`src/rtl/pcbp_pkg.sv`:
```
// ----------------------------------------------------------------------------
// pcbp_pkg
// Shared types and constants for the prefix-code bit packer.
// ----------------------------------------------------------------------------
package pcbp_pkg;

  localparam int unsigned SymW    = 8;
  localparam int unsigned CodeW   = 32;
  localparam int unsigned LenW    = 6;
  localparam int unsigned NumSyms = 256;
  localparam int unsigned AccW    = CodeW + 7;
  localparam int unsigned QDepth  = 4;
  localparam int unsigned QPtrW   = 2;

  localparam logic [1:0] ACT_LOAD   = 2'd0;
  localparam logic [1:0] ACT_ENCODE = 2'd1;
  localparam logic [1:0] ACT_FINISH = 2'd2;

  typedef enum logic [1:0] {
    KIND_ENC,
    KIND_MISS,
    KIND_FIN
  } kind_e;

  // work handed from the lookup stage to the packer
  typedef struct packed {
    kind_e             kind;
    logic [CodeW-1:0]  code;
    logic [LenW-1:0]   len;
  } qent_t;

  typedef struct packed {
    logic [7:0] out_byte;
    logic       byte_valid;
    logic [2:0] padding_bits;
    logic       stream_end;
    logic       missing_symbol;
    logic       last;
  } res_t;

endpackage

```
`src/rtl/pcbp_queue.sv`:
```
// ----------------------------------------------------------------------------
// pcbp_queue
// Short FIFO between the lookup stage and the packer.
// ----------------------------------------------------------------------------
module pcbp_queue (
  input  logic            clk_i,
  input  logic            rst_ni,
  input  logic            push_valid_i,
  output logic            push_ready_o,
  input  pcbp_pkg::qent_t push_ent_i,
  output logic            pop_valid_o,
  input  logic            pop_i,
  output pcbp_pkg::qent_t pop_ent_o
);
  import pcbp_pkg::*;

  qent_t            mem_q [QDepth];
  logic [QPtrW-1:0] wr_ptr_q, rd_ptr_q;
  logic [QPtrW:0]   cnt_q;
  logic             do_push, do_pop;

  assign push_ready_o = (cnt_q != (QPtrW+1)'(QDepth));
  assign pop_valid_o  = (cnt_q != '0);
  assign do_push      = push_valid_i && push_ready_o;
  assign do_pop       = pop_i && pop_valid_o;
  assign pop_ent_o    = mem_q[rd_ptr_q];

  always_ff @(posedge clk_i) begin
    if (do_push) begin
      mem_q[wr_ptr_q] <= push_ent_i;
    end
  end

  always_ff @(posedge clk_i or negedge rst_ni) begin
    if (!rst_ni) begin
      wr_ptr_q <= '0;
      rd_ptr_q <= '0;
      cnt_q    <= '0;
    end else begin
      if (do_push) begin
        wr_ptr_q <= wr_ptr_q + 1'b1;
      end
      if (do_pop) begin
        rd_ptr_q <= rd_ptr_q + 1'b1;
      end
      if (do_push && !do_pop) begin
        cnt_q <= cnt_q + 1'b1;
      end else if (do_pop && !do_push) begin
        cnt_q <= cnt_q - 1'b1;
      end
    end
  end

endmodule

```
`config.mk`:
```
export PLATFORM = sky130hd
export DESIGN_NAME = pcbp_queue
export DESIGN_NICKNAME = d
export VERILOG_FILES = /design/src/rtl/pcbp_pkg.sv /design/src/rtl/pcbp_queue.sv
export SDC_FILE = /design/constraint.sdc
export NUM_CORES = 1
export LEC_CHECK = 0
export BUFFER_PORTS_ARGS = -buffer_cell sky130_fd_sc_hd__buf_2
export CORE_AREA = 2 2 114 116
export DETAILED_ROUTE_END_ITERATION = 6
export DIE_AREA = 0 0 116 118
export PLACE_DENSITY = 0.74
export SYNTH_ARGS = -nofsm -noshare
export SYNTH_HDL_FRONTEND = slang
export SYNTH_SLANG_ARGS = --single-unit
export TNS_END_PERCENT = 100
```
`constraint.sdc`:
```
create_clock -name clk_i -period 2.2 [get_ports clk_i]
set_input_delay 0.44 -clock clk_i [delete_from_list [all_inputs] [get_ports clk_i]]
set_output_delay 0.44 -clock clk_i [all_outputs]
set_load 0.01 [all_outputs]
```
After elaboration in Yosys (flattened, before gate mapping):

Memories as Yosys holds them, arrays and structs flattened.
Cells that the tools add are included.

* register bits: 7
* bits in writable memories: 160
* input port bits: 44
* output and inout bits: 42
* logic and storage cells: 21
* memories kept: 1

Memories
* mem_q: words 4, bits a word 40, rd ports 1, clocked after Yosys merged registers in 0, wr ports 1, RTL line pcbp_queue.sv:17 `qent_t mem_q [QDepth];`

* add/subtract/negate cells: 4
* equality and inequality tests: 1
* mux-type cells: 4
* reductions and logical operators: 8

Operators with widths (number)
* 3-bit 2-to-1 mux: 2
* 2-bit by 1-bit adder with 2-bit output, second input constant: 2
* 1-bit logical AND: 4
* 3-bit by 1-bit adder with 3-bit output, second input constant: 1
* 3-bit != test, second input constant: 1
* 3-bit nonzero test: 1
* 3-bit by 1-bit subtractor with 3-bit output, second input constant: 1
* 1-bit logical NOT: 2
* 1-bit 2-to-1 mux: 2
* 2-bit nonzero test: 1

Depth between registers and ports, before layout:

* word-level depth: 6
* mapped depth: 8
* gate-level depth less buffers: 8

Worst setup path before layout:

OpenSTA, ideal clock, no wires.

* path type: flip-flop to flip-flop
* from: reg cnt_q[0]
* to: mem mem_q[2][0] in the netlist's numbering (enable)
* library setup time: 401 ps
* arrival: 1743 ps
* required time: 1799 ps
* path slack: 56 ps
* stages on the path, launching flop included: 4
* buffers on the path: 0
* cell sequence: dfrtp_1 > nor2_1 > a21boi_2 > and2_1

* cells in the longest elaborated chain, start to end: 4

RTL lines
* start, declared: RTL line pcbp_queue.sv:19 `logic [QPtrW:0] cnt_q;`
* start signal, assigned: RTL line pcbp_queue.sv:47 `cnt_q <= cnt_q + 1'b1;`
* start signal, assigned: RTL line pcbp_queue.sv:49 `cnt_q <= cnt_q - 1'b1;`
* 3-bit != test: RTL line pcbp_queue.sv:22 `assign push_ready_o = (cnt_q != (QPtrW+1)'(QDepth));`
* 1-bit logical AND: RTL line pcbp_queue.sv:24 `assign do_push = push_valid_i && push_ready_o;`
* via do_push: RTL line pcbp_queue.sv:20 `logic do_push, do_pop;`
* 1-bit 2-to-1 mux: RTL line pcbp_queue.sv:29 `if (do_push) begin`
* 1-bit 2-to-1 mux (implied by the code): RTL line pcbp_queue.sv:30 `mem_q[wr_ptr_q] <= push_ent_i;`
* end, declared: RTL line pcbp_queue.sv:17

The timed path passes the listed nets, and every way through them passes these cells.

==> results.py <==
metrics = {
    "finish": {
        "drive_above_1_share_pct": 50.5,
        "area_growth_pct": 26.4,
        "fin_cells": 553,
        "stdcell_area_um2": 7880,
        "nNetsFinal": 418,
    },
    "synthesis": {
        "synth_ff_type": "edfxtp_1",
        "synth_largest_area_cell": "edfxtp_1",
        "synth-seq-cells": 167,
        "netlist_top_cells_count": "160 x edfxtp_1, 38 x mux4_2, 7 x dfrtp_1",
        "yosysWarningCount": 0,
        "async_flop_share_pct": 4.19,
        "ys_seq_area_share_pct": 79.9,
        "synthesis.area_um2": 6230,
        "synth_edf_count": 160,
        "ys_types": 20,
        "synth.avg_cell_area_um2": 25.4,
        "syn_inst": 245,
        "synth.net_count": 295,
        "netlist_top_cells_area": "edfxtp_1 77%, mux4_2 14%, dfrtp_1 2.8%",
        "synthMostInstantiatedCell": "edfxtp_1",
        "yosysTopAreaCellShare_pct": 77.1,
    },
    "clock_network": {
        "clock-root-buffer": "clkbuf_16",
        "h-tree-depth": 4,
        "clock-sinks": 167,
        "tritoncts": "done",
        "clockBufferDepth": 2,
        "clkTransAtPathRegs_ns": 0.06,
        "clock_insertion_delay_worst_skew_ns": 0.42,
        "numCtsBuffers": 17,
    },
    "timing": {
        "slew_headroom_pct": 76.2,
        "finClkSkew_ns": 0.00965,
        "tightest_slew_ns": 0.357,
        "finalMaxSlewViolations": 0,
        "post-route-min-period_ns": 2.29,
        "rsz0062_at_grt": "true",
        "setup_violations": 28,
        "hold_slack_ns": 0.236,
        "hold_violations": 0,
        "post-route-period-util_pct": 104,
        "setup_tns_ns": -1.50,
        "fin_ws_ns": -0.0917,
        "fmax_mhz": 436,
    },
    "run_status": {
        "status": "complete, but fails checks",
        "violations": "setup timing",
    },
    "route": {
        "drt.antenna.violating_nets": 0,
        "routedWlPerCell_um": 18.8,
        "first_pass_iters": 4,
        "route.final.wire_length_um": 10400,
        "avgViaCountPerCell": 5.20,
        "drtIter0Drc": 119,
        "vias": 2875,
        "drc": 0,
    },
    "global_routing": {
        "grt_pass1_wl_um": 15900,
        "overflow": 0,
        "track_usage_pct": 16.4,
        "grt_max_degree": 42,
        "grt_pass1_vias": 2964,
        "antenna_found_initial": 1,
    },
    "floorplanning": {
        "pin_count": 86,
        "rows": 41,
        "die_w_um": 116,
        "start_util_pct": 50.2,
        "coreArea_um2": 12400,
        "die-area_um2": 13700,
        "die_y_um": 118,
    },
    "flow_run": {
        "maxCapViolCount": 0,
    },
    "pwr": {
        "leakage_nw": 2.77,
        "peakVddDrop_uv": 627,
        "p_total_mw": 11.1,
        "power_density_nw_per_um2": 1410,
    },
    "place": {
        "port_buffers": 85,
        "place_hpwl_um": 5860,
        "routabilityCongestion": 0.740,
        "post_dp_cell_area_um2": 6910,
        "dp_cells": 504,
    },
    "setup_path": {
        "critPathLaunchType": "flip-flop",
        "rr_endpoint": "cnt_q[2]",
        "reg2reg_slack_ns": 0.12,
        "worst-setup-path-type": "flip-flop to primary output",
        "worst_ep_required_time_ns": 1.76,
        "end_kind": "primary output",
        "r2r_cells": 8,
        "rr_startpoint": "cnt_q[1]",
        "arrival_ns": 1.85,
        "path_max_fanout": 5,
    },
    "worst_hold_path": {
        "hold_class": "primary input to flip-flop",
        "min_from": "push_ent_i[22]",
        "min_to": "mem_q[3][22]",
        "hold_path_depth": 1,
    },
}
## state kept, by name, indices dropped and copies added (netlist names)
register  cells
wr_ptr_q      2
rd_ptr_q      2
mem_q       160
cnt_q         3
## layout by cell type (no fill, tap or decap), drive strengths merged
| cell type | Yosys | final |
|---|---|---|
| bufinv | 0 | 2 |
| dfrtp | 7 | 7 |
| clkinvlp | 0 | 2 |
| nand2 | 2 | 2 |
| clkbuf | 1 | 20 |
| nand3 | 1 | 1 |
| edfxtp | 160 | 160 |
| xor2 | 2 | 2 |
| fa | 1 | 1 |
| clkinv | 0 | 6 |
| mux2 | 2 | 2 |
| diode | 0 | 1 |
| mux4 | 40 | 40 |
| inv | 3 | 5 |
| buf | 9 | 112 |
| dlygate4sd3 | 0 | 1 |
| and2 | 4 | 4 |
| xnor2 | 4 | 4 |
| a21boi | 1 | 1 |
| nor2 | 2 | 2 |
| ha | 5 | 5 |
| or3 | 1 | 1 |
## worst max-delay path by stage
stage / from / to / slack [ns] / depth (start not counted)
after floorplan: cnt_q[0] / mem_q[2][0] / 0.06 / 3
after global placement: cnt_q[1] / cnt_q[2] / 0.18 / 8
after detailed placement: cnt_q[0] / cnt_q[2] / 0.10 / 8
after CTS: rd_ptr_q[0] / pop_ent_o[15] / -0.12 / 4
after global routing: rd_ptr_q[0] / pop_ent_o[10] / -0.14 / 4
final: rd_ptr_q[0] / pop_ent_o[10] / -0.09 / 4
## layout make-up
type                       count  area [um^2]
antenna                        1         2.50
tap                          172          215
timing repair buffer         114          971
sequential                   167         4990
multi-input combinational     65         1130
fill                         880         4530
inverter                       3         11.3
clock buffer                  19          433
clock inverter                12          128
## timing repair
action                                  4_1_cts  5_1_grt
resized for setup                            17       20
buffers inserted                              7        5
cloned                                        3        1
endpoints found under the hold margin         7        0
hold buffers                                  1        0
endpoints found under the setup margin       37       41
pin swaps                                     0        0
## routing by layer
metal	vias to the layer above	part of all wire, %	global-route usage (%)
met1	1485	44	21.6
li1	1290	-	-
met3	21	5.3	5.82
met5	-	0	0
met4	0	2.2	6.77
met2	79	48	25.0
## cell families (layout without fill, tap and decap cells)
| family | after synthesis | after routing | share of synthesized area [%] |
|---|---|---|---|
| buf+inv | 13 | 148 | 2.03 |
| other cells | 0 | 1 | 0 |
| simple gates | 10 | 10 | 0.823 |
| xor+xnor | 6 | 6 | 0.843 |
| compound gates | 1 | 1 | 0.181 |
| fa+ha+maj | 6 | 6 | 1.32 |
| mux | 42 | 42 | 14.9 |
| flops | 167 | 167 | 79.9 |
## power breakdown
group	switching, mW	total, mW	internal [mW]
registers	0.192	4.41	4.22
clock network	1.13	2.79	1.66
logic	1.74	3.94	2.20
total	3.05	11.1	8.08
## stage by stage
step / setup WS [ns] / util (%)
floorplan: 0.0557 / -
global placement: 0.181 / 55.7
detailed placement: 0.100 / 55.7
CTS: -0.116 / 62.1
global route: -0.139 / 63.5
finish: -0.0917 / 63.5
## worst max-delay path: stages (launching register included)
cell and delay (ns):
dfrtp_4 0.50, buf_12 0.14, clkbuf_16 0.15, mux4_2 0.48, buf_2 0.15
No activity file was read; power rests on OpenSTA's default activity.
