**config.mk**
```make
export PLATFORM = sky130hd
export DESIGN_NAME = pcbp_back
export DESIGN_NICKNAME = d
export VERILOG_FILES = /design/src/rtl/pcbp_pkg.sv /design/src/rtl/pcbp_back.sv
export SDC_FILE = /design/constraint.sdc
export NUM_CORES = 1
export LEC_CHECK = 0
export BUFFER_PORTS_ARGS = -buffer_cell sky130_fd_sc_hd__buf_2
export CORE_MARGIN = 1
export CORE_UTILIZATION = 30
export DETAILED_ROUTE_END_ITERATION = 12
export PLACE_DENSITY = 0.5
export SLEW_MARGIN = 5
export SYNTH_ARGS = -nofsm -noshare
export SYNTH_HDL_FRONTEND = slang
export SYNTH_SLANG_ARGS = --single-unit
```
**constraint.sdc**
```tcl
create_clock -name clk_i -period 3.3 [get_ports clk_i]
set_input_delay 0.33 -clock clk_i [delete_from_list [all_inputs] [get_ports clk_i]]
set_output_delay 0.33 -clock clk_i [all_outputs]
set_load 0.02 [all_outputs]
```
**src/rtl/pcbp_pkg.sv**
```systemverilog
// ----------------------------------------------------------------------------
// pcbp_pkg
// Shared types and constants for the prefix-code bit packer.
// ----------------------------------------------------------------------------
package pcbp_pkg;

  localparam int unsigned SymW    = 8;
  localparam int unsigned CodeW   = 32;
  localparam int unsigned LenW    = 6;
  localparam int unsigned NumSyms = 256;
  localparam int unsigned AccW    = CodeW + 7;
  localparam int unsigned QDepth  = 4;
  localparam int unsigned QPtrW   = 2;

  localparam logic [1:0] ACT_LOAD   = 2'd0;
  localparam logic [1:0] ACT_ENCODE = 2'd1;
  localparam logic [1:0] ACT_FINISH = 2'd2;

  typedef enum logic [1:0] {
    KIND_ENC,
    KIND_MISS,
    KIND_FIN
  } kind_e;

  // work handed from the lookup stage to the packer
  typedef struct packed {
    kind_e             kind;
    logic [CodeW-1:0]  code;
    logic [LenW-1:0]   len;
  } qent_t;

  typedef struct packed {
    logic [7:0] out_byte;
    logic       byte_valid;
    logic [2:0] padding_bits;
    logic       stream_end;
    logic       missing_symbol;
    logic       last;
  } res_t;

endpackage

```
**src/rtl/pcbp_back.sv**
```systemverilog
// ----------------------------------------------------------------------------
// pcbp_back
// Bit packer: appends codes to the stream residue and emits one word per
// cycle into the output register while the output is not stalled.
// ----------------------------------------------------------------------------
module pcbp_back (
  input  logic            clk_i,
  input  logic            rst_ni,
  input  logic            q_valid_i,
  input  pcbp_pkg::qent_t q_ent_i,
  output logic            q_pop_o,
  output logic            out_valid_o,
  input  logic            out_ready_i,
  output pcbp_pkg::res_t  out_res_o
);
  import pcbp_pkg::*;

  // acc_q holds the stream bits not yet emitted, right aligned; tot_q counts them
  logic [AccW-1:0]  acc_q, acc_d;
  logic [LenW-1:0]  tot_q, tot_d;
  logic             ovld_q;
  res_t             ores_q;

  logic             can_out;
  logic             emit_ok;
  logic [LenW-1:0]  tot_cur;
  logic [LenW-1:0]  sh;
  logic [AccW-1:0]  shifted;
  logic [2:0]       cnt;
  logic [6:0]       pend;
  logic [CodeW-1:0] code_m;
  logic [AccW-1:0]  acc_new;
  logic             pop_enc, pop_side;
  logic [2:0]       pad;
  logic [7:0]       fin_byte;

  assign can_out  = !ovld_q || out_ready_i;
  assign emit_ok  = (tot_q >= LenW'(8)) && can_out;
  assign tot_cur  = emit_ok ? (tot_q - LenW'(8)) : tot_q;
  assign sh       = tot_q - LenW'(8);
  assign shifted  = acc_q >> sh;
  assign cnt      = tot_cur[2:0];
  assign pend     = acc_q[6:0] & ~(7'h7F << cnt);
  assign code_m   = q_ent_i.code & ~({CodeW{1'b1}} << q_ent_i.len);
  assign acc_new  = ({{(AccW-7){1'b0}}, pend} << q_ent_i.len) |
                    {{(AccW-CodeW){1'b0}}, code_m};

  // an encode may enter as soon as the residue drops below a byte
  assign pop_enc  = q_valid_i && (q_ent_i.kind == KIND_ENC) && (tot_cur < LenW'(8));
  assign pop_side = q_valid_i && (q_ent_i.kind != KIND_ENC) &&
                    (tot_q < LenW'(8)) && can_out;
  assign q_pop_o  = pop_enc || pop_side;

  assign pad      = 3'd0 - cnt;
  assign fin_byte = 8'({1'b0, pend} << pad);

  always_comb begin
    acc_d = acc_q;
    tot_d = tot_cur;
    if (pop_enc) begin
      acc_d = acc_new;
      tot_d = {3'd0, cnt} + q_ent_i.len;
    end else if (pop_side && (q_ent_i.kind == KIND_FIN)) begin
      tot_d = '0;
    end
  end

  always_ff @(posedge clk_i or negedge rst_ni) begin
    if (!rst_ni) begin
      acc_q  <= '0;
      tot_q  <= '0;
      ovld_q <= 1'b0;
    end else begin
      acc_q <= acc_d;
      tot_q <= tot_d;
      if (emit_ok || pop_side) begin
        ovld_q <= 1'b1;
      end else if (out_ready_i) begin
        ovld_q <= 1'b0;
      end
    end
  end

  always_ff @(posedge clk_i) begin
    if (emit_ok) begin
      ores_q.out_byte       <= shifted[7:0];
      ores_q.byte_valid     <= 1'b1;
      ores_q.padding_bits   <= '0;
      ores_q.stream_end     <= 1'b0;
      ores_q.missing_symbol <= 1'b0;
      ores_q.last           <= (tot_q < LenW'(16));
    end else if (pop_side) begin
      if (q_ent_i.kind == KIND_FIN) begin
        ores_q.out_byte       <= (cnt != 3'd0) ? fin_byte : 8'd0;
        ores_q.byte_valid     <= (cnt != 3'd0);
        ores_q.padding_bits   <= pad;
        ores_q.stream_end     <= 1'b1;
        ores_q.missing_symbol <= 1'b0;
      end else begin
        ores_q.out_byte       <= '0;
        ores_q.byte_valid     <= 1'b0;
        ores_q.padding_bits   <= '0;
        ores_q.stream_end     <= 1'b0;
        ores_q.missing_symbol <= 1'b1;
      end
      ores_q.last <= 1'b1;
    end
  end

  assign out_valid_o = ovld_q;
  assign out_res_o   = ores_q;

endmodule

```
== Word-level counts from Yosys, hierarchy flattened ==
Cells that the tools add are included.
Word-level totals
  bits in read-only memories: 0
  input port bits: 44
  logic and storage cells: 52
  bits in latches: 0
  bits in writable memories: 0
  flip-flop bits (word level): 61
  output and inout port bits: 17
  memories kept: 0
Cells by class
  add/sub/neg operators: 3
  multiplexer cells: 9
  div/mod/pow operators: 0
  bitwise logic cells: 5
  reduce and logical (&&, ||, !) cells: 16
  order comparisons: 4
  equality and inequality tests: 1
  multiply operators: 0
  shifts and indexed selects: 5
Operator list (count)
  39-bit by 32-bit OR with 39-bit output: 1
  7-bit by 6-bit left shift with 39-bit output: 1
  39-bit by 6-bit right shift with 8-bit output: 1
  32-bit AND: 1
  32-bit NOT: 1
  32-bit by 6-bit left shift with 32-bit output (first input constant): 1
  15-bit 2-to-1 mux: 2
  6-bit 2-to-1 mux: 3
  14-bit 2-to-1 mux: 1
  6-bit by 4-bit less-than comparator with 1-bit output (second input constant): 2
  8-bit 2-to-1 mux: 1
  7-bit by 3-bit left shift with 8-bit output: 1
  7-bit AND: 1
  1-bit logical AND: 7
  7-bit NOT: 1
  7-bit by 3-bit left shift with 7-bit output (first input constant): 1
  3-bit by 6-bit adder with 6-bit output: 1
  6-bit by 4-bit >= comparator with 1-bit output (second input constant): 1
  6-bit by 5-bit less-than comparator with 1-bit output (second input constant): 1
  2-bit nonzero test: 3
  6-bit by 4-bit subtractor with 6-bit output (second input constant): 1
  1-bit logical OR: 3
  3-bit nonzero test: 1
  1-bit by 3-bit subtractor with 3-bit output (first input constant): 1
  4 further kinds: 5

== Logic depth before layout (Yosys ltp) ==
Gate-level depths: netlist of run 1.
  word-level depth: 12
  mapped depth: 11
  mapped depth without buffers: 9

== Least setup slack after synthesis of run 1 ==
OpenSTA, ideal clock, no wires.
  path kind: reg-to-output
  start point: register tot_q[3]
  end point: output q_pop_o
  data required time: 2970 ps
  path slack: 533 ps
  arrival: 2437 ps
  path buffers: 4
  stages on the path, launching flop included: 11
  path through: dfrtp_1 > clkbuf_1 > inv_1 > ha_1 > buf_2 > nand2_1 > o32a_1 > a211o_1 > buf_4 > buf_6 > nand2_1
On the way
  longest elaborated chain between the ends: 6
  elaborated cells on any way between the ends: 10
  those cells by class: 1 x add/sub; 3 x order compare; 1 x mux; 5 x reduce/logical
Ends and longest elaborated chain
  from (decl): RTL line pcbp_back.sv:20  | logic [LenW-1:0] tot_q, tot_d;
  from (signal assigned): RTL line pcbp_back.sv:75  | tot_q <= tot_d;
  6-bit by 4-bit >= comparator with 1-bit output: RTL line pcbp_back.sv:38  | assign emit_ok = (tot_q >= LenW'(8)) && can_out;
  1-bit logical AND: RTL line pcbp_back.sv:38
  6-bit 2-to-1 mux: RTL line pcbp_back.sv:39  | assign tot_cur = emit_ok ? (tot_q - LenW'(8)) : tot_q;
  6-bit by 4-bit less-than comparator with 1-bit output: RTL line pcbp_back.sv:49  | assign pop_enc = q_valid_i && (q_ent_i.kind == KIND_ENC) && (tot_cur < LenW'(8));
  1-bit logical AND: RTL line pcbp_back.sv:49
  1-bit logical OR *: RTL line pcbp_back.sv:52  | assign q_pop_o = pop_enc || pop_side;
  to (decl): RTL line pcbp_back.sv:11  | output logic q_pop_o,
Every way passes the cells marked *; elsewhere a longest branch is shown, timed or not.

== Worst setup path in the final report of run 1 ==
Ends and elaborated chain as after synthesis.

==> impl_metrics.csv, run 1 <==
group,metric,value,unit
route,avgRoutedWirePerCell,21.97,um
clock_network,clk_pin_slew_worst_paths,0.07,ns
clock_network,cts_tree,"built",
setup_path,path_class,"reg -> out",
route,drc,0,
power,vdd_ir_drop_max,0.0003339,V
setup_path,cp_max_fo,50,
sta,relSlewSlack,0.3636,
synthesis,ys_seq_area_frac,0.2630,
synthesis,synth_seq_cells,61,
clock_network,cts_inserted_buffers,9,
synthesis,yosys-top-cells-area,"dfrtp_1 (20%), mux4_2 (11%), edfxtp_1 (4.6%), mux4_1 (4.5%), mux2i_1 (4.1%)",
sta,setup_viol,0,
synthesis,synthArstFlopShare,0.7541,
power,clkPwrFrac,0.165,
clock_network,cts_setup_buffers,0,
sta,period_share,0.8934,
synthesis,netlist_instances,645,
die,start_util,0.3092,
sta,hold_violations,0,
power,switching_power,0.003072,W
synthesis,syn_nets,699,
global_route,grt_usage,0.2137,
power,p_sw_frac,0.4702,
placed_design,gp_congestion,0.9753,
synthesis,syn_area_per_cell,9.088,um^2
route,viasPerCell,5.990,
die,placementRows,50,
clock_network,cts_resized,0,
route,drt.antenna.violating_nets,0,
sta,max_freq,339.2,MHz
layout,final_nets,733,
synthesis,synth-edff-count,9,
die,core-area,18960,um^2
clock_network,cts_sinks,61,
flow_run,drv_cap,0,
layout,final_layout_size_suffix_gt1_frac,0.2208,
power,p_int,0.003462,W
setup_path,crit_arrival,2.62,ns
power,p_seq_frac,0.241,
power,combPwrFrac,0.594,
power,powerDensity,982.1,nW/um^2
synthesis,synth_top_area_frac,0.1964,
global_route,grt_pass1_wl,32460,um
die,fp.dieW,141.8,um
layout,n_fill_cell,1984,
global_route,antenna_found_initial,0,
global_route,grt_max_degree,51,
sta,min_period,2.948,ns
clock_network,cts_hold_buffers,0,
clock_network,insertion_delay,0.35,ns
power,leakage,2.614,nW
synthesis,yosysWarningCount,0,
status,status,"complete, no violations",
route,drtIter0Drc,679,
layout,area_delta_synth_final,13.49,%
sta,maxSlewViolCount,0,
route,wl,20740,um
setup_path,cp.required,2.97,ns
placed_design,place_area,6324,um^2
global_route,grt_pass1_vias,5416,
synthesis,yosysUniqueCellTypes,82,
setup_path,cp-start-kind,"flip-flop",
setup_path,crit_path_end_kind,"primary output",
layout,final_area,6653,um^2
sta,skew,0.01297,ns
global_route,overflow,0,
die,die_height,141.8,um
route,first_pass_iters,6,
worst_hold_path,hp-class,"in -> async",
clock_network,root_buffer,"clkbuf_16",
synthesis,yosysTopAreaCell,"dfrtp_1",
die,dieArea,20100,um^2
sta,finalWorstSetupSlack,0.3517,ns
die,pin_count,61,
sta,setup_tns,0,ns
synthesis,synth_top_flop_cell,"dfrtp_1",
layout,n_antenna_cell,0,
placed_design,dp_slack,0.6335,ns
placed_design,port_buffers,60,
sta,worst_pin_slew,0.9546,ns
clock_network,htree_num_levels,3,
layout,seq_area,1544,um^2
route,vias,5655,
placed_design,place_hpwl,15770,um
clock_network,clockBufferDepth,2,
layout,post-route-util,0.3510,
sta,rsz0062_at_grt,"false",
synthesis,synthesis.area,5862,um^2
layout,multi_input_area,3950,um^2
-- power by group through the flow --
stage,clock network [W],registers (W),logic (W)
floorplan,0,0.00145,0.00294
global placement,0,0.00156,0.00379
detailed placement,0,0.00158,0.00382
CTS,0.00110,0.00157,0.00384
global route,0.00113,0.00163,0.00420
finish,0.00108,0.00157,0.00388
-- sequential cells by signal, summed over array words and instances (netlist names) --
register / flops
tot_q: 6
out_res_o: 15
acc_q: 39
out_valid_o: 1
-- per-stage QoR --
stage	hold slack, ns	std cells	total power (W)
global placement	0.4664	928	0.005346
detailed placement	0.4957	928	0.005403
global route	0.1960	944	0.006953
floorplan	0.03441	645	0.004385
CTS	0.1543	944	0.006504
finish	0.1222	944	0.006533
-- synthesized netlist by cell type, types with 6 or more instances --
cell / count
a21boi_0: 6
a21oi_1: 35
a221oi_1: 10
a22oi_1: 9
a31oi_1: 11
a32oi_1: 7
and3_1: 9
buf_2: 20
buf_4: 6
clkbuf_1: 16
dfrtp_1: 46
dfxtp_1: 6
edfxtp_1: 9
ha_1: 9
inv_1: 13
mux2_2: 8
mux2i_1: 24
mux4_1: 10
mux4_2: 28
nand2_1: 60
nand2b_1: 9
nand3_1: 23
nor2_1: 61
nor2b_1: 11
nor3_1: 13
o211ai_1: 10
o21a_1: 6
o21ai_0: 41
o21ai_1: 14
o31ai_1: 8
-- cells in the final DEF (no fill, tap or decap), drive strengths merged, types with 5 or more instances in the layout --
cell type  count
a31oi         11
nor2          61
o221ai         5
o22ai          5
o21ai         56
buf           76
a21boi         6
nor2b         11
a22oi         10
dfrtp         46
a32oi          7
or2            5
o211ai        10
mux2           9
mux4          38
mux2i         25
dfxtp          6
a21oi         35
a211oi         7
clkbuf         9
edfxtp         9
inv           22
nor3          13
nand3         23
nand2         60
a221oi        10
nand2b         9
o21a           6
and3           9
ha             9
o31ai          8
-- critical path, cell delays in order (launching register included) --
cell and delay [ns]:
dfrtp_1 0.34, inv_1 0.12, ha_1 0.52, nand2_1 0.17
o32a_1 0.36, a211o_1 0.31, buf_12 0.18, nand2_1 0.08
buf_2 0.17
-- metal layers --
| metal | wire length [um] | track usage | part of all wire | up-vias |
|---|---|---|---|---|
| met1 | 9271 | 0.3007 | 0.45 | 2770 |
| met2 | 9387 | 0.3290 | 0.45 | 273 |
| met3 | 1527 | 0.03679 | 0.074 | 42 |
| met5 | 0 | 0 | 0 | - |
| met4 | 552 | 0.07470 | 0.027 | 0 |
| li1 | - | - | - | 2570 |
-- worst paths after layout --
check                                   from            to  slack, ns  cells past startpoint
worst min-delay path                  rst_ni     acc_q[11]       0.12                      1
worst min register to register  out_res_o[2]  out_res_o[2]       0.51                      2
max in group asynchronous             rst_ni     acc_q[36]       2.45                      2
worst max register to register      tot_q[3]      acc_q[0]       0.60                      8
min in group clk_i               q_ent_i[18]     acc_q[12]       0.25                      3
worst max-delay path                tot_q[3]       q_pop_o       0.35                      8
-- layout make-up --
cell class	instances	area share
inverter	19	0.01072
tap	260	0.04890
multi-input combinational	512	0.5938
clock inverter	7	0.01561
sequential	61	0.2321
timing repair buffer	76	0.06507
clock buffer	9	0.03385
-- logic make-up after synthesis --
family / after synthesis / synth area share
xor+xnor: 6 / 0.008966
buf+inv: 72 / 0.06446
fa+ha+maj: 10 / 0.02263
mux: 72 / 0.2130
simple gates: 213 / 0.1780
flops: 61 / 0.2630
compound gates: 211 / 0.2499
Power figures use the tool's default switching activity.
==> run 2: changes to the inputs <==
--- a/config.mk
+++ b/config.mk
@@ -10,6 +10,7 @@
 export CORE_UTILIZATION = 30
 export DETAILED_ROUTE_END_ITERATION = 12
 export PLACE_DENSITY = 0.5
+export REMOVE_ABC_BUFFERS = 1
 export SLEW_MARGIN = 5
 export SYNTH_ARGS = -nofsm -noshare
 export SYNTH_HDL_FRONTEND = slang
==> run 2 against run 1 <==
Compared with the run above: sequential cell count stayed put; wire length rose by 1.2%; via count decreased by 0.30%; maximum frequency is 0.89% higher; global-route usage is 0.24 points higher; core utilization fell by 0.14 points; critical endpoint unchanged; first-iteration DRC count down 10%; clock-buffer cell count grew 2; register-to-register slack lost 0.03 ns; critical path depth decreased by 1; total power fell by 1.1%; design area fell by 0.39%.
==> impl_metrics.csv, run 2 (synthesis results as in run 1) <==
group,metric,value,unit
layout,final_layout_size_suffix_gt1_frac,0.2150,
route,first_pass_iters,7,
die,fp.dieW,141.8,um
placed_design,place_hpwl,15710,um
setup_path,cp_max_fo,11,
placed_design,gp_congestion,0.8950,
clock_network,cts_sinks,61,
die,die_height,141.8,um
layout,area_delta_synth_final,13.04,%
global_route,grt_pass1_wl,32780,um
clock_network,clk_pin_slew_worst_paths,0.06,ns
global_route,antenna_found_initial,0,
clock_network,cts_inserted_buffers,9,
sta,period_share,0.8856,
layout,final_nets,728,
route,vias,5638,
layout,largest_reg_flops,39,
clock_network,cts_hold_buffers,0,
sta,rsz0062_at_grt,"false",
setup_path,cp_slowest_cell,"ha_1",
power,leakage,2.588,nW
setup_path,cp-start-kind,"flip-flop",
setup_path,path_cells,"inv_1 -> ha_1 -> and2_1 -> a31oi_1 -> a211o_1 -> nand2_1 -> buf_2",
route,wl,21000,um
sta,maxSlewViolCount,0,
clock_network,root_buffer,"clkbuf_16",
sta,hold-worst-slack,0.007331,ns
setup_path,timing.reg2reg.setup_slack,0.57,ns
setup_path,cp.required,2.97,ns
global_route,grt_pass1_vias,5506,
route,avgRoutedWirePerCell,22.36,um
clock_network,insertion_delay,0.36,ns
flow_run,drv_cap,0,
route,viasPerCell,6.004,
setup_path,crit_arrival,2.59,ns
sta,worst_pin_slew,0.8252,ns
global_route,overflow,0,
power,vdd_ir_drop_max,0.0003703,V
status,status,"complete, no violations",
setup_path,rr_endpoint,"acc_q[32]",
die,placementRows,50,
clock_network,cts_resized,0,
route,drc,0,
die,start_util,0.3092,
setup_path,rr_worst_depth,8,
sta,skew,0.01392,ns
layout,most-common-layout-cells,"nor2_1 (61), nand2_1 (60), buf_2 (60)",
route,drtIter0Drc,608,
sta,max_freq,342.2,MHz
clock_network,cts_tree,"built",
die,dieArea,20100,um^2
placed_design,port_buffers,60,
layout,largest_register,"acc_q",
sta,setup_tns,0,ns
clock_network,htree_num_levels,3,
worst_hold_path,hp-class,"in -> async",
sta,relSlewSlack,0.4457,
sta,setup_viol,0,
setup_path,rr_startpoint,"tot_q[4]",
setup_path,crit_path_end_kind,"primary output",
setup_path,path_class,"reg -> out",
route,drt.antenna.violating_nets,0,
global_route,grt_usage,0.2161,
clock_network,cts_setup_buffers,0,
layout,n_antenna_cell,0,
power,powerDensity,975.1,nW/um^2
clock_network,clockBufferDepth,2,
sta,min_period,2.922,ns
global_route,grt_max_degree,56,
sta,hold_violations,0,
setup_path,max_stage_delay,0.51,ns
layout,final_common_cell,"nor2_1",
die,core-area,18960,um^2
die,pin_count,61,
==> run 2: how the worst max path moves through the flow <==
| stage | startpoint | end | cells past startpoint |
|---|---|---|---|
| 2_1_floorplan | tot_q[0] | acc_q[0] | 5 |
| 3_5_place_dp | tot_q[0] | out_res_o[14] | 4 |
| 5_1_grt | tot_q[4] | q_pop_o | 7 |
| 3_3_place_gp | tot_q[4] | acc_q[32] | 8 |
| 4_1_cts | tot_q[4] | q_pop_o | 7 |
| 6_report | tot_q[4] | q_pop_o | 7 |
==> run 2: through the flow <==
step,power (W),setup WS (ns),utilization,instances,instance area (um^2)
5_1_grt,0.006878,0.2209,0.3496,939,6626
2_1_floorplan,0.004204,-0.7503,-,592,5555
6_report,0.006461,0.3777,0.3496,939,6626
3_3_place_gp,0.005359,0.5958,0.3323,923,6299
3_5_place_dp,0.005364,0.5926,0.3323,923,6299
4_1_cts,0.006440,0.3967,0.3496,939,6626
==> run 2: power breakdown <==
group          internal, W  total, W  switching (W)
registers          0.00112   0.00156       0.000436
clock network     0.000656   0.00105       0.000393
logic              0.00165   0.00385        0.00220
==> run 2: area by class of cell <==
type / count / area, um^2
fill: 1949 / 12330
multi-input combinational: 512 / 3950
sequential: 61 / 1544
timing repair buffer: 71 / 407.9
tap: 260 / 325.3
clock buffer: 11 / 264.0
inverter: 19 / 71.32
clock inverter: 5 / 63.81
==> run 2: metal layers <==
metal	GRT usage	wire, um	share of wire
met5	0	0	0
met4	0.07810	578	0.028
met3	0.03442	1210	0.058
met2	0.3487	9764	0.47
met1	0.2916	9444	0.45
==> run 2: worst max-delay path, delay by kind of cell, from the launching register on <==
| family | cells | cell delay, ns |
|---|---|---|
| simple gates | 2 | 0.44 |
| flops | 1 | 0.43 |
| buf+inv | 2 | 0.28 |
| fa+ha+maj | 1 | 0.51 |
| compound gates | 2 | 0.59 |
==> run 3: changes to the inputs <==
--- a/config.mk
+++ b/config.mk
@@ -5,6 +5,7 @@
 export SDC_FILE = /design/constraint.sdc
 export NUM_CORES = 1
 export LEC_CHECK = 0
+export ABC_AREA = 1
 export BUFFER_PORTS_ARGS = -buffer_cell sky130_fd_sc_hd__buf_2
 export CORE_MARGIN = 1
 export CORE_UTILIZATION = 30
==> run 3 against run 2 <==
Compared with the run above: hold slack improved by 0.24 ns; core utilization increased by 0.073 points; total power shrank 8.9%; sequential cell count unchanged; area after synthesis fell by 2.4%; worst setup slack got worse by 0.16 ns; sequential share of layout area increased by 0.24 points; clock-buffer cell count grew 1; wire length increased by 2.5%; sequential power decreased by 12%.
==> impl_metrics.csv, run 3 <==
group,metric,value,unit
status,status,"complete, no violations",
sta,max_freq,324.7,MHz
setup_path,crit_top_cell,"nand2_1",
power,switching_power,0.002989,W
route,vias,6581,
die,die_height,140.1,um
setup_path,path_class,"reg -> out",
synthesis,synth_compound_area_frac,0.1288,
global_route,grt_max_degree,43,
clock_network,cts_setup_buffers,0,
power,leakage,3.358,nW
layout,post-route-util,0.3503,
die,dieArea,19630,um^2
power,combPwrFrac,0.580,
route,drc,0,
worst_hold_path,hp-class,"in -> reg",
sta,relSlewSlack,0.6170,
synthesis,synth_top_flop_cell,"dfrtp_1",
layout,multi_input_area,3665,um^2
synthesis,synth-edff-count,9,
synthesis,yosysWarningCount,0,
synthesis,synthesis.area,5722,um^2
synthesis,yosysTopAreaCell,"nand2_1",
placed_design,gp_congestion,0.9700,
setup_path,crit_family,"simple AND/OR/NAND/NOR gates",
die,fp.dieW,140.1,um
placed_design,dp_slack,0.6096,ns
layout,most-common-layout-cells,"nand2_1 (407), nand3_1 (178), o21ai_0 (77)",
sta,worst_pin_slew,0.5744,ns
route,avgRoutedWirePerCell,17.13,um
layout,final_layout_size_suffix_gt1_frac,0.1115,
clock_network,cts_tree,"built",
setup_path,cp.required,2.97,ns
setup_path,crit_buf_inv,3,
route,viasPerCell,5.240,
clock_network,cts_sinks,61,
setup_path,cp-start-kind,"flip-flop",
layout,n_antenna_cell,0,
clock_network,clk_pin_slew_worst_paths,0.06,ns
sta,period_share,0.9332,
synthesis,synthArstFlopShare,0.7541,
power,p_sw_frac,0.5075,
setup_path,max_stage_delay,0.70,ns
synthesis,ys_seq_area_frac,0.2694,
clock_network,cts_resized,0,
layout,n_fill_cell,2114,
flow_run,drv_cap,0,
synthesis,synthSimpleGateAreaFrac,0.4824,
synthesis,yosysUniqueCellTypes,43,
die,start_util,0.3059,
global_route,overflow,0,
synthesis,yosysMostFrequentCell,"nand2_1",
route,wl,21520,um
synthesis,synth_top_family_by_area,"simple AND/OR/NAND/NOR gates",
power,clkPwrFrac,0.188,
sta,setup_viol,0,
clock_network,htree_num_levels,3,
layout,largest_reg_flops,39,
synthesis,synth_top_area_frac,0.2670,
layout,final_nets,1071,
global_route,grt_pass1_wl,34000,um
clock_network,clockBufferDepth,2,
sta,finalWorstSetupSlack,0.2204,ns
placed_design,place_hpwl,16700,um
placed_design,placed_cells,1239,
die,placementRows,50,
power,vdd_ir_drop_max,0.0003206,V
layout,area_delta_synth_final,14.52,%
layout,largest_register,"acc_q",
power,fin_total_pwr,0.005889,W
clock_network,insertion_delay,0.34,ns
setup_path,crit_path_end_kind,"primary output",
route,drtIter0Drc,527,
setup_path,path_cells,"inv_1 -> ha_1 -> xnor2_1 -> nand3_1 -> nand2_1 -> nand2_2 -> nor2_8 -> inv_4 -> nand2_1 -> buf_2",
setup_path,crit_arrival,2.75,ns
sta,skew,0.01010,ns
sta,min_period,3.080,ns
synthesis,muxShareOfSynthArea,0,
layout,finalNonFillerCells,1256,
clock_network,cts_hold_buffers,1,
route,first_pass_iters,5,
global_route,antenna_found_initial,0,
clock_network,cts_inserted_buffers,9,
sta,maxSlewViolCount,0,
sta,hold_violations,0,
synthesis,synthXorXnorAreaFrac,0.006123,
synthesis,netlist_instances,977,
synthesis,synthAdderAreaFrac,0.02318,
sta,hold-worst-slack,0.2520,ns
setup_path,cp_slowest_cell,"dfrtp_1",
synthesis,synth.top_cells.by_count,"nand2_1 (407), nand3_1 (178), o21ai_0 (77)",
power,p_int,0.002900,W
placed_design,port_buffers,60,
clock_network,root_buffer,"clkbuf_16",
die,core-area,18710,um^2
layout,final_common_cell,"nand2_1",
route,drt.antenna.violating_nets,0,
synthesis,synth_seq_cells,61,
die,pin_count,61,
power,powerDensity,898.7,nW/um^2
layout,seq_area,1543,um^2
synthesis,syn_area_per_cell,5.856,um^2
synthesis,yosys-top-cells-area,"nand2_1 (27%), dfrtp_1 (20%), nand3_1 (16%), o21ai_0 (6.7%), edfxtp_1 (4.7%)",
power,p_seq_frac,0.232,
global_route,grt_usage,0.2271,
sta,rsz0062_at_grt,"false",
setup_path,cp_max_fo,21,
global_route,grt_pass1_vias,6050,
-- run 3: worst reg2reg max path, cell delays in order (launching register included) --
cell     delay, ns
dfrtp_1       0.70
inv_1         0.14
ha_1          0.24
xnor2_1       0.20
nand3_1       0.15
nand2_1       0.14
nand2_2       0.14
nor2_8        0.29
inv_4         0.14
buf_4         0.25
nor2_4        0.17
nand2_1       0.08
nand2_1       0.06
-- run 3: cell families (layout without fill, tap and decap cells) --
family	after synthesis	count (layout)
fa+ha+maj	10	10
xor+xnor	4	4
compound gates	132	132
flops	61	61
buf+inv	120	165
simple gates	650	650
-- run 3: worst paths after layout --
path	from	endpoint	slack, ns	depth (start not counted)
max	tot_q[3]	q_pop_o	0.22	10
min	q_ent_i[37]	acc_q[31]	0.25	3
max reg2reg	tot_q[3]	acc_q[33]	0.54	12
min reg2reg	out_res_o[2]	out_res_o[2]	0.44	2
max in group asynchronous	rst_ni	tot_q[0]	2.18	3
min in group asynchronous	rst_ni	acc_q[21]	0.47	2
-- run 3: per-layer routing --
metal	GRT usage	share of wire	wire [um]	vias to the layer above
met5	0	0	0	-
met4	0.07634	0.025	541	0
met3	0.03521	0.054	1152	33
met2	0.3426	0.43	9188	225
met1	0.3273	0.49	10640	3016
li1	-	-	-	3307
-- run 3: layout make-up --
class                   count  area share
clock buffers              12     0.03762
flip-flops and latches     61      0.2354
clock inverters             4     0.01451
repair buffers             79     0.06798
inverters                  70     0.04048
multi-input cells         796      0.5593
well taps                 234     0.04468
-- run 3: power by group through the flow --
| stage | logic (W) | clock network, W | registers [W] |
|---|---|---|---|
| 2_1_floorplan | 0.00219 | 0 | 0.00145 |
| 3_3_place_gp | 0.00339 | 0 | 0.00138 |
| 3_5_place_dp | 0.00338 | 0 | 0.00138 |
| 4_1_cts | 0.00339 | 0.00112 | 0.00136 |
| 5_1_grt | 0.00386 | 0.00116 | 0.00140 |
| 6_report | 0.00341 | 0.00111 | 0.00137 |
-- run 3: per-stage QoR --
stage / cell area (um^2) / TNS (ns)
final: 6553 / 0
after global routing: 6553 / 0
after CTS: 6553 / 0
after detailed placement: 6201 / 0
after global placement: 6201 / 0
after floorplan: 5472 / -3.760
